$ cat config.mk
export PLATFORM = sky130hd
export DESIGN_NAME = streaming_prime_sieve_unit
export DESIGN_NICKNAME = d
export VERILOG_FILES = /design/src/rtl/sps_pkg.sv /design/src/rtl/streaming_prime_sieve_unit.sv /design/src/rtl/sps_cell.sv
export SDC_FILE = /design/constraint.sdc
export NUM_CORES = 2
export LEC_CHECK = 0
export BUFFER_PORTS_ARGS = -buffer_cell sky130_fd_sc_hd__buf_2
export CAP_MARGIN = 20
export CORE_MARGIN = 3
export CORE_UTILIZATION = 50
export CTS_CLUSTER_DIAMETER = 40
export DETAILED_ROUTE_END_ITERATION = 12
export PLACE_DENSITY = 0.72
export SETUP_SLACK_MARGIN = 0.4
export SYNTH_ARGS = -nofsm -noshare
export SYNTH_HDL_FRONTEND = slang
export SYNTH_SLANG_ARGS = --single-unit
$ cat constraint.sdc
create_clock -name aclk -period 10.76 [get_ports aclk]
set_input_delay 2.152 -clock aclk [delete_from_list [all_inputs] [get_ports aclk]]
set_output_delay 2.152 -clock aclk [all_outputs]
set_load 0.03 [all_outputs]
$ cat src/rtl/sps_pkg.sv
// ----------------------------------------------------------------------------
// Prime sieve package
// Sizes, derived widths and the control bundle shared by the sieve cells.
// ----------------------------------------------------------------------------
package sps_pkg;

    localparam int NUM_STAGES  = 32;
    localparam int VALUE_WIDTH = 16;

    // Stream word width: the value rounded up to whole bytes.
    localparam int DATA_W = ((VALUE_WIDTH + 7) / 8) * 8;

    // The step counter covers both the divide phase and the sweep phase.
    localparam int STEP_MAX = (NUM_STAGES > VALUE_WIDTH) ? NUM_STAGES : VALUE_WIDTH;
    localparam int CNT_W    = $clog2(STEP_MAX + 1);

    typedef struct packed {
        logic                   load;
        logic                   step;
        logic                   bit_in;
        logic                   sweep;
        logic                   store;
        logic [VALUE_WIDTH-1:0] value;
    } sps_ctrl_t;

endpackage

$ cat src/rtl/streaming_prime_sieve_unit.sv
// ----------------------------------------------------------------------------
// Streaming prime sieve
// Drops candidates divided by a stored prime; emits survivors, stores if room.
// ----------------------------------------------------------------------------
// Usage:
// Candidates arrive on the s_ channel, one per word, normally ascending from 2.
// Each candidate is tested against every stored prime in a row of cells. A
// candidate that no stored prime divides is sent on the m_ channel and stored
// in the first empty cell; when every cell is occupied it is still sent, with
// m_tuser set, and not stored. Divided candidates produce no word.
// One candidate is processed at a time: a bit-serial remainder is worked out
// in all cells at once, then the drop flag ripples down the cell row, and a
// final state hands on the result; a new word is taken only once that state
// is left and the unit is idle again.
// The result sits in an output register; a stalled receiver holds it there
// while the next candidate is already being tested, and a finished survivor
// waits until the register is free. Reset empties every cell and the output.
// ----------------------------------------------------------------------------
module streaming_prime_sieve_unit (
    input  logic                      aclk,
    input  logic                      aresetn,
    input  logic                      s_tvalid,
    output logic                      s_tready,
    input  logic [sps_pkg::DATA_W-1:0] s_tdata,   // candidate
    output logic                      m_tvalid,
    input  logic                      m_tready,
    output logic [sps_pkg::DATA_W-1:0] m_tdata,   // prime_value
    output logic                      m_tuser     // chain_full
);

    localparam logic [1:0] ST_IDLE  = 2'd0;
    localparam logic [1:0] ST_DIV   = 2'd1;
    localparam logic [1:0] ST_SWEEP = 2'd2;
    localparam logic [1:0] ST_DONE  = 2'd3;

    localparam logic [sps_pkg::CNT_W-1:0] DIV_LAST   =
        sps_pkg::CNT_W'(sps_pkg::VALUE_WIDTH - 1);
    localparam logic [sps_pkg::CNT_W-1:0] SWEEP_LAST =
        sps_pkg::CNT_W'(sps_pkg::NUM_STAGES - 1);

    logic [1:0]                      state_reg;
    logic [1:0]                      state_next;
    logic [sps_pkg::CNT_W-1:0]       cnt_reg;
    logic [sps_pkg::CNT_W-1:0]       cnt_next;
    logic [sps_pkg::VALUE_WIDTH-1:0] cand_reg;
    logic [sps_pkg::VALUE_WIDTH-1:0] shift_reg;
    logic                            m_tvalid_reg;
    logic                            m_tvalid_next;
    logic [sps_pkg::DATA_W-1:0]      m_tdata_reg;
    logic                            m_tuser_reg;

    logic                            s_accept;
    logic                            out_free;
    logic                            emit;
    logic                            chain_hit;
    logic                            chain_full;
    sps_pkg::sps_ctrl_t              ctrl;

    logic [sps_pkg::NUM_STAGES:0]    used_chain;
    logic [sps_pkg::NUM_STAGES:0]    hit_chain;

    assign s_tready   = (state_reg == ST_IDLE);
    assign s_accept   = s_tvalid && s_tready;
    assign out_free   = !m_tvalid_reg || m_tready;
    assign chain_hit  = hit_chain[sps_pkg::NUM_STAGES];
    assign chain_full = used_chain[sps_pkg::NUM_STAGES];
    assign emit       = (state_reg == ST_DONE) && !chain_hit && out_free;

    assign ctrl.load   = s_accept;
    assign ctrl.step   = (state_reg == ST_DIV);
    assign ctrl.bit_in = shift_reg[sps_pkg::VALUE_WIDTH-1];
    assign ctrl.sweep  = (state_reg == ST_SWEEP);
    assign ctrl.store  = emit;
    assign ctrl.value  = cand_reg;

    assign used_chain[0] = 1'b1;
    assign hit_chain[0]  = 1'b0;

    for (genvar i = 0; i < sps_pkg::NUM_STAGES; i++) begin : g_cell
        sps_cell u_cell (
            .aclk      (aclk),
            .aresetn   (aresetn),
            .ctrl      (ctrl),
            .prev_used (used_chain[i]),
            .hit_in    (hit_chain[i]),
            .used_out  (used_chain[i+1]),
            .hit_out   (hit_chain[i+1])
        );
    end

    always_comb begin
        state_next = state_reg;
        cnt_next   = cnt_reg;
        unique case (state_reg)
            ST_IDLE: begin
                if (s_accept) begin
                    state_next = ST_DIV;
                    cnt_next   = '0;
                end
            end
            ST_DIV: begin
                if (cnt_reg == DIV_LAST) begin
                    state_next = ST_SWEEP;
                    cnt_next   = '0;
                end else begin
                    cnt_next = cnt_reg + sps_pkg::CNT_W'(1);
                end
            end
            ST_SWEEP: begin
                if (cnt_reg == SWEEP_LAST) begin
                    state_next = ST_DONE;
                    cnt_next   = '0;
                end else begin
                    cnt_next = cnt_reg + sps_pkg::CNT_W'(1);
                end
            end
            ST_DONE: begin
                if (chain_hit || out_free) begin
                    state_next = ST_IDLE;
                end
            end
            default: begin
                state_next = ST_IDLE;
            end
        endcase
    end

    always_comb begin
        m_tvalid_next = m_tvalid_reg;
        if (emit) begin
            m_tvalid_next = 1'b1;
        end else if (m_tready) begin
            m_tvalid_next = 1'b0;
        end
    end

    always_ff @(posedge aclk) begin
        if (!aresetn) begin
            state_reg    <= ST_IDLE;
            cnt_reg      <= '0;
            m_tvalid_reg <= 1'b0;
        end else begin
            state_reg    <= state_next;
            cnt_reg      <= cnt_next;
            m_tvalid_reg <= m_tvalid_next;
        end
    end

    always_ff @(posedge aclk) begin
        if (s_accept) begin
            cand_reg  <= s_tdata[sps_pkg::VALUE_WIDTH-1:0];
            shift_reg <= s_tdata[sps_pkg::VALUE_WIDTH-1:0];
        end else if (ctrl.step) begin
            shift_reg <= shift_reg << 1;
        end
        if (emit) begin
            m_tdata_reg <= sps_pkg::DATA_W'(cand_reg);
            m_tuser_reg <= chain_full;
        end
    end

    assign m_tvalid = m_tvalid_reg;
    assign m_tdata  = m_tdata_reg;
    assign m_tuser  = m_tuser_reg;

endmodule

$ cat src/rtl/sps_cell.sv
// ----------------------------------------------------------------------------
// Prime sieve cell
// Holds one stored prime and a bit-serial remainder of the current candidate,
// and passes its occupied flag and the running drop flag to the next cell.
// ----------------------------------------------------------------------------
module sps_cell (
    input  logic              aclk,
    input  logic              aresetn,
    input  sps_pkg::sps_ctrl_t ctrl,
    input  logic              prev_used,
    input  logic              hit_in,
    output logic              used_out,
    output logic              hit_out
);

    logic                            used_reg;
    logic                            used_next;
    logic [sps_pkg::VALUE_WIDTH-1:0] prime_reg;
    logic [sps_pkg::VALUE_WIDTH-1:0] rem_reg;
    logic [sps_pkg::VALUE_WIDTH-1:0] rem_next;
    logic                            hit_reg;
    logic                            hit_next;
    logic [sps_pkg::VALUE_WIDTH:0]   shifted;
    logic [sps_pkg::VALUE_WIDTH:0]   divisor;
    logic                            drop;
    logic                            take;

    assign shifted = {rem_reg, ctrl.bit_in};
    assign divisor = {1'b0, prime_reg};
    assign take    = ctrl.store && !used_reg && prev_used;
    assign drop    = ctrl.sweep && used_reg && (prime_reg != '0) && (rem_reg == '0);

    always_comb begin
        rem_next = rem_reg;
        if (ctrl.load) begin
            rem_next = '0;
        end else if (ctrl.step) begin
            if (shifted >= divisor) begin
                rem_next = sps_pkg::VALUE_WIDTH'(shifted - divisor);
            end else begin
                rem_next = sps_pkg::VALUE_WIDTH'(shifted);
            end
        end
    end

    always_comb begin
        hit_next = hit_reg;
        if (ctrl.load) begin
            hit_next = 1'b0;
        end else if (ctrl.sweep) begin
            hit_next = hit_in || drop;
        end
    end

    assign used_next = used_reg || take;

    always_ff @(posedge aclk) begin
        if (!aresetn) begin
            used_reg <= 1'b0;
            hit_reg  <= 1'b0;
        end else begin
            used_reg <= used_next;
            hit_reg  <= hit_next;
        end
    end

    always_ff @(posedge aclk) begin
        rem_reg <= rem_next;
        if (take) begin
            prime_reg <= ctrl.value;
        end
    end

    assign used_out = used_reg;
    assign hit_out  = hit_reg;

`ifndef SYNTHESIS
    a_used_sticky : assert property (@(posedge aclk) disable iff (!aresetn)
        used_reg |=> used_reg)
        else $error("occupied cell was released");

    a_used_contiguous : assert property (@(posedge aclk) disable iff (!aresetn)
        used_reg |-> prev_used)
        else $error("occupied cell follows an empty cell");

    a_rem_bound : assert property (@(posedge aclk) disable iff (!aresetn)
        (ctrl.sweep && used_reg && (prime_reg != '0)) |-> (rem_reg < prime_reg))
        else $error("remainder not below stored prime");
`endif

endmodule
* Word-level counts from Yosys, hierarchy flattened
Index checks and enable logic that the tools add are counted.
** Operators by class
- Add/subtract/negate cells :: 33
- Multipliers :: 0
- Div/mod/pow operators :: 0
- Magnitude comparators :: 32
- Eq/ne operators :: 9
- Shift-type cells :: 0
- Multiplexer cells :: 45
- Bitwise operators :: 1
- Reduce and logical (&&, ||, !) cells :: 332
** Operators with widths (count)
- greater-or-equal comparator 17 x 16 -> 1 bit :: 32
- two-way mux 16 bit :: 34
- logical NOT 16 bit :: 32
- nonzero test 16 bit :: 32
- subtractor 16 bit :: 32
- logical AND 1 bit :: 162
- logical OR 1 bit :: 65
- logical NOT 1 bit :: 34
- two-way mux 6 bit :: 3
- one-hot mux 6 bit (3 select lines) :: 1
- two-way mux 2 bit :: 4
- one-hot mux 2 bit (4 select lines) :: 1
- adder 6 x 1 -> 6 bit (second input constant) :: 1
- equality test 6 x 4 -> 1 bit (second input constant) :: 1
- equality test 6 x 5 -> 1 bit (second input constant) :: 1
- != test 2 x 1 -> 1 bit (second input constant) :: 3
- equality test 2 bit (second input constant) :: 2
- AND reduction 4 bit :: 1
- nonzero test 2 bit :: 2
- nonzero test 3 bit :: 1
- equality test 2 x 1 -> 1 bit (second input constant) :: 1
- logical NOT 2 bit :: 1
- two-way mux 1 bit :: 2
- != test 2 bit (second input constant) :: 1
- other kinds (3) :: 3
** Storage, ports and cells
- Register bits :: 1146
- Latch bits :: 0
- RAM bits :: 0
- ROM bits :: 0
- Output and inout port bits :: 19
- Logic and storage cells :: 587
- Memories kept :: 0

* Depth between registers and ports, before layout
- Depth after elaboration :: 6
- Depth in mapped cells :: 14
- Mapped depth without buffers :: 12

* Modules after synthesis
From an unflattened synthesis, not the netlist that was laid out.
** Unflattened totals
- Cell total of the unflattened synthesis :: 8119
- Area total of the unflattened synthesis :: 74193.7 µm²
** Modules (own cells, without submodules)
- sps_cell (g_cell[15].u_cell ...) :: times used 21, cells each 254, area each 2262.2 µm², sequential area each 840.8 µm²
- sps_cell (g_cell[0].u_cell ...) :: times used 10, cells each 240, area each 2214.6 µm², sequential area each 840.8 µm²
- streaming_prime_sieve_unit :: times used 1, cells each 142, area each 2287.2 µm², sequential area each 1651.6 µm²
- sps_cell (g_cell[14].u_cell) :: times used 1, cells each 243, area each 2254.7 µm², sequential area each 840.8 µm²

* Least setup slack after synthesis
OpenSTA, ideal clock, no wires.
- Kind :: input to register
- From :: input m_tready
- To :: register g_cell[10].u_cell.prime_reg[0] (netlist bit), enable pin
- Arrival time :: 4.229 ns
- Slack :: 6.142 ns
- Cell stages on the path :: 6
- Buffers on the path :: 2
- Cell sequence :: nand2b_1 -> nor2b_1 -> clkbuf_1 -> clkbuf_1 -> nand2_1 -> nor2_1
** RTL lines
- start: declaration :: line streaming_prime_sieve_unit.sv:26 : input logic m_tready,
- end signal: assignment :: line sps_cell.sv:70 : prime_reg <= ctrl.value;
- end: declaration :: line sps_cell.sv:18 : logic [sps_pkg::VALUE_WIDTH-1:0] prime_reg;

* Final worst setup path
- From :: input s_tvalid
- To :: register g_cell[23].u_cell.rem_reg[15] (netlist bit)
** Between the ends
- Longest elaborated chain between the ends :: 1
** RTL lines
- start: declaration :: line streaming_prime_sieve_unit.sv:22 : input logic s_tvalid,
- logical AND 1 bit :: line streaming_prime_sieve_unit.sv:63 : assign s_accept = s_tvalid && s_tready;
- end signal: assignment :: line sps_cell.sv:68 : rem_reg <= rem_next;
- end: declaration :: line sps_cell.sv:19 : logic [sps_pkg::VALUE_WIDTH-1:0] rem_reg;
Every way passes these cells.
A chain may end at the register's enable or synchronous reset.

==> flow_summary_export.csv <==
group,metric,value,unit
status,run_status,"finished, final reports clean",
global_routing,first_global_vias,54300,
worst_setup_path,worstSetupEndpointType,"flip-flop",
global_routing,grt_antenna_before_repair,8,
worst_setup_path,critPathBufInv,4,
run,drv_cap,0,
clock_network,cts_hold_buffers,0,
worst_setup_path,worst-path-max-fanout,165,
detailed_routing,drt_first_iter_violations,5401,
synthesis,synth_compound_gate_area_share,19.8,%
sta,worstMarginPinSlew,1.16,ns
detailed_routing,routed_length_per_instance,20.0,um
worst_setup_path,critical_path_depth,8,
worst_setup_path,flop_to_flop_setup_slack,6.18,ns
global_routing,grt_start_max_net_pins,213,
worst_setup_path,cpLargestDelayFamily,"buffers and inverters",
floorplan,core_region_area,138000,um^2
detailed_routing,drt_wl_total,189,mm
sta,worst_clock_skew,0.0299,ns
synthesis,post_synth_edffs,561,
floorplan,top_level_i_o_count,39,
synthesis,yosysUniqueCellTypes,94,
clock_network,post_cts.repair.setup_buffers,0,
floorplan,initial_core_util,50.5,%
worst_setup_path,r2r_end,"g_cell[28].u_cell.rem_reg[14]$_SDFFE_PP0P_",
clock_network,worst_setup_hold_path_clk_slew,0.06,ns
worst_setup_path,path_class,"input pin to flip-flop",
worst_setup_path,cp_data_required_time,11.46,ns
detailed_routing,number_of_remaining_drc_errors,0,
global_routing,use_met3,3.61,%
synthesis,yosys.area_share.adder,10.2,%
detailed_routing,drtPass1Iterations,5,
synthesis,yosys.area_share.simple,14.5,%
global_routing,wire_length_of_the_first_global_routing_pass,295,mm
global_routing,grt.total_usage,25.6,%
detailed_routing,dr_total_vias,57700,
global_routing,overflow,0,
worst_setup_path,cp-endpoint,"g_cell[23].u_cell.rem_reg[15]$_SDFFE_PP0P_",
sta,timing.final.crit_period,4.90,ns
synthesis,synth-seq-cells,1146,
placed_design,hpwlAfterDp,120,mm
power,leakagePower,0.0326,uW
worst_setup_path,critical-path-slowest-cell,"buf_4",
detailed_routing,vias_per_cell,6.10,
floorplan,row_count,136,
floorplan,fp.dieW,379,um
placed_design,replace_congestion,0.903,
synthesis,syn_avg_cell_area,9.27,um^2
synthesis,synth_flop_cell,"dfxtp_1",
worst_setup_path,arrival_time_at_the_worst_endpoint,5.60,ns
synthesis,mappedNetlistArea,69500,um^2
power,max-vdd-ir-drop,0.000257,V
detailed_routing,antenna_violating_nets_post_route,0,
sta,final_min_period_over_clock_period,45.6,%
layout,synthToLayoutAreaGrowth,11.4,%
placed_design,dpl-instance-area,71400,um^2
layout,final_cells,9461,
sta,report.final.hold_viol_count,0,
placed_design,placed_cells,9118,
worst_setup_path,startpoint_type,"input pin",
placed_design,port-buffer-count,38,
synthesis,syn-num-nets,8069,
sta,slew_viol_final,0,
synthesis,synth-seq-area-share,41.1,%
sta,fin_tns_setup,0,ns
synthesis,post_synth_mux_area_share,4.72,%
clock_network,clock-root-buffer,"clkbuf_16",
worst_hold_path,hp-class,"flip-flop to flip-flop",
layout,final_layout_size_suffix_gt1_share,6.85,%
global_routing,global_route.usage.met1,34.5,%
worst_setup_path,critical_path.max_stage_delay,0.84,ns
synthesis,syn-instance-count,7500,
worst_setup_path,critical_path.startpoint,"s_tvalid",
synthesis,yosysWarningCount,0,
worst_setup_path,r2r_cells,14,
power,power.density,266,nW/um^2
layout,design.final.nets,8091,
synthesis,synth_xor_xnor_area_share,4.61,%
layout,area.sequential,28600,um^2
clock_network,cts_num_sinks,1146,
synthesis,synth_top_family_by_area,"compound AO/OA/AOI/OAI gates",
layout,postLayoutCellArea,77400,um^2
clock_network,tritoncts,"done",
synthesis,yosys.area.top_type_share,24.2,%
clock_network,tritoncts.num_buffers,163,
global_routing,met2_usage,41.9,%
layout,final.fill_count,11700,
sta,final.hold.worst_slack,0.450,ns
floorplan,die_h,379,um
clock_network,gates_resized_cts_repair,0,
clock_network,clk_latency,0.80,ns
floorplan,die_outline_area,143000,um^2
synthesis,yosysTopAreaCell,"edfxtp_1",
global_routing,globalRoute.busiestLayer,"met2",
worst_setup_path,crit-reg2reg-launch,"shift_reg[15]$_DFFE_PP_",
sta,maximum_operating_frequency,204,MHz
synthesis,synth_area_leaders,"edfxtp_1 24%, dfxtp_1 17%, ha_1 9.3%, a21oi_1 4.7%, mux2i_1 4.6%",
sta,rsz0062_at_grt,"no",
worst_setup_path,crit_chain,"buf_2 > nand2_4 > buf_4 > inv_4 > nor2_4 > buf_12 > a22oi_1 > o31ai_1",
clock_network,htree_num_levels,4,
layout,multi_input_logic_area,37500,um^2
clock_network,clockBufferDepth,3,
synthesis,synth_async_sr_flop_share,0,%
sta,relative_slew_margins,22.8,%
sta,report.final.setup_viol,0,
-- logic make-up after synthesis --
logic type	after synthesis
AO/OA/AOI/OAI	2190
XOR/XNOR	366
adder cells (fa/ha/maj)	549
buffers and inverters	902
flip-flops	1146
multiplexers	327
AND/OR/NAND/NOR	2020
-- cell type report --
class,instances,area share (%)
diodes,2,0.00646
clock buffers,188,5.59
clock inverters,120,1.74
inverters,620,3.01
multi-input cells,5452,48.5
flip-flops and latches,1146,36.9
well taps,1794,2.90
repair buffers,139,1.40
-- layout by cell type (no fill, tap or decap), types with 40 or more instances in the layout --
| master | n |
|---|---|
| mux2i_1 | 322 |
| o21bai_1 | 46 |
| edfxtp_1 | 561 |
| nand2b_1 | 49 |
| clkbuf_16 | 170 |
| xor2_1 | 135 |
| nor2_1 | 492 |
| nand3_1 | 144 |
| dfxtp_1 | 585 |
| nand4_1 | 122 |
| nor2b_1 | 89 |
| o21a_1 | 74 |
| nand2_1 | 483 |
| inv_1 | 617 |
| and3_1 | 64 |
| a31oi_1 | 73 |
| xnor2_1 | 231 |
| ha_1 | 515 |
| or3_1 | 45 |
| a21o_1 | 166 |
| buf_4 | 74 |
| a211oi_1 | 143 |
| o21ai_0 | 594 |
| nor3_1 | 123 |
| nor4_1 | 243 |
| or4_1 | 40 |
| o31ai_1 | 61 |
| a21oi_1 | 653 |
| o211ai_1 | 58 |
-- per-layer routing --
layer / vias up / part of all wire (%)
met5: - / 0
met4: 0 / 3.0
met3: 346 / 6.9
met2: 1914 / 46
met1: 27600 / 44
li1: 27900 / -
-- synthesized netlist by cell type (49+ instances only) --
master and number:
clkbuf_1 215, nand2b_1 49, edfxtp_1 561, dfxtp_1 585
nor4_1 244, and3_1 64, mux2i_1 322, a21oi_1 657
o21ai_0 595, nand2_1 486, a31oi_1 73, o21a_1 74
o31ai_1 61, nor2_1 496, ha_1 517, o211ai_1 58
xnor2_1 231, a21o_1 166, nor2b_1 90, nand4_1 122
nor3_1 123, nand3_1 144, xor2_1 135, a211oi_1 143
inv_1 620
-- worst register-to-register path, stage by stage, from the launching register on --
cell and delay (ns):
edfxtp_1 0.35, buf_4 0.27, inv_4 0.48, buf_4 0.63
ha_1 0.31, inv_1 0.06, fa_1 0.43, a211o_1 0.35
a21oi_1 0.18, o21ai_0 0.16, a211oi_1 0.47, o21ai_0 0.17
xor2_1 0.16, and3_1 0.19, a221o_1 0.26
-- through the flow --
step,worst slack [ns],util [%],total power (uW)
floorplan,6.14,-,12800
global placement,5.19,51.8,14800
detailed placement,5.14,51.9,15000
CTS,5.95,56.0,20500
global route,5.73,56.3,21900
finish,5.86,56.3,20600
-- report_power, final --
group          total [uW]  switching [uW]  internal (uW)
sequential           6290             834           5460
combinational        8810            5350           3470
clock                5490            2270           3220
total               20600            8450          12100
-- how the worst min path moves through the flow --
stage / startpoint / endpoint / slack (ns) / cells past startpoint
6_report: cand_reg[14]$_DFFE_PP_ / m_tdata[14]$_DFFE_PP_ / 0.45 / 0
5_1_grt: cand_reg[1]$_DFFE_PP_ / m_tdata[1]$_DFFE_PP_ / 0.46 / 0
4_1_cts: cand_reg[14]$_DFFE_PP_ / m_tdata[14]$_DFFE_PP_ / 0.45 / 0
3_5_place_dp: cand_reg[14]$_DFFE_PP_ / m_tdata[14]$_DFFE_PP_ / 0.43 / 0
3_3_place_gp: cand_reg[3]$_DFFE_PP_ / m_tdata[3]$_DFFE_PP_ / 0.44 / 0
2_1_floorplan: g_cell[0].u_cell.hit_out$_SDFFE_PP0P_ / g_cell[0].u_cell.hit_out$_SDFFE_PP0P_ / 0.45 / 2
Note: power is estimated with default switching activity, not from simulation.
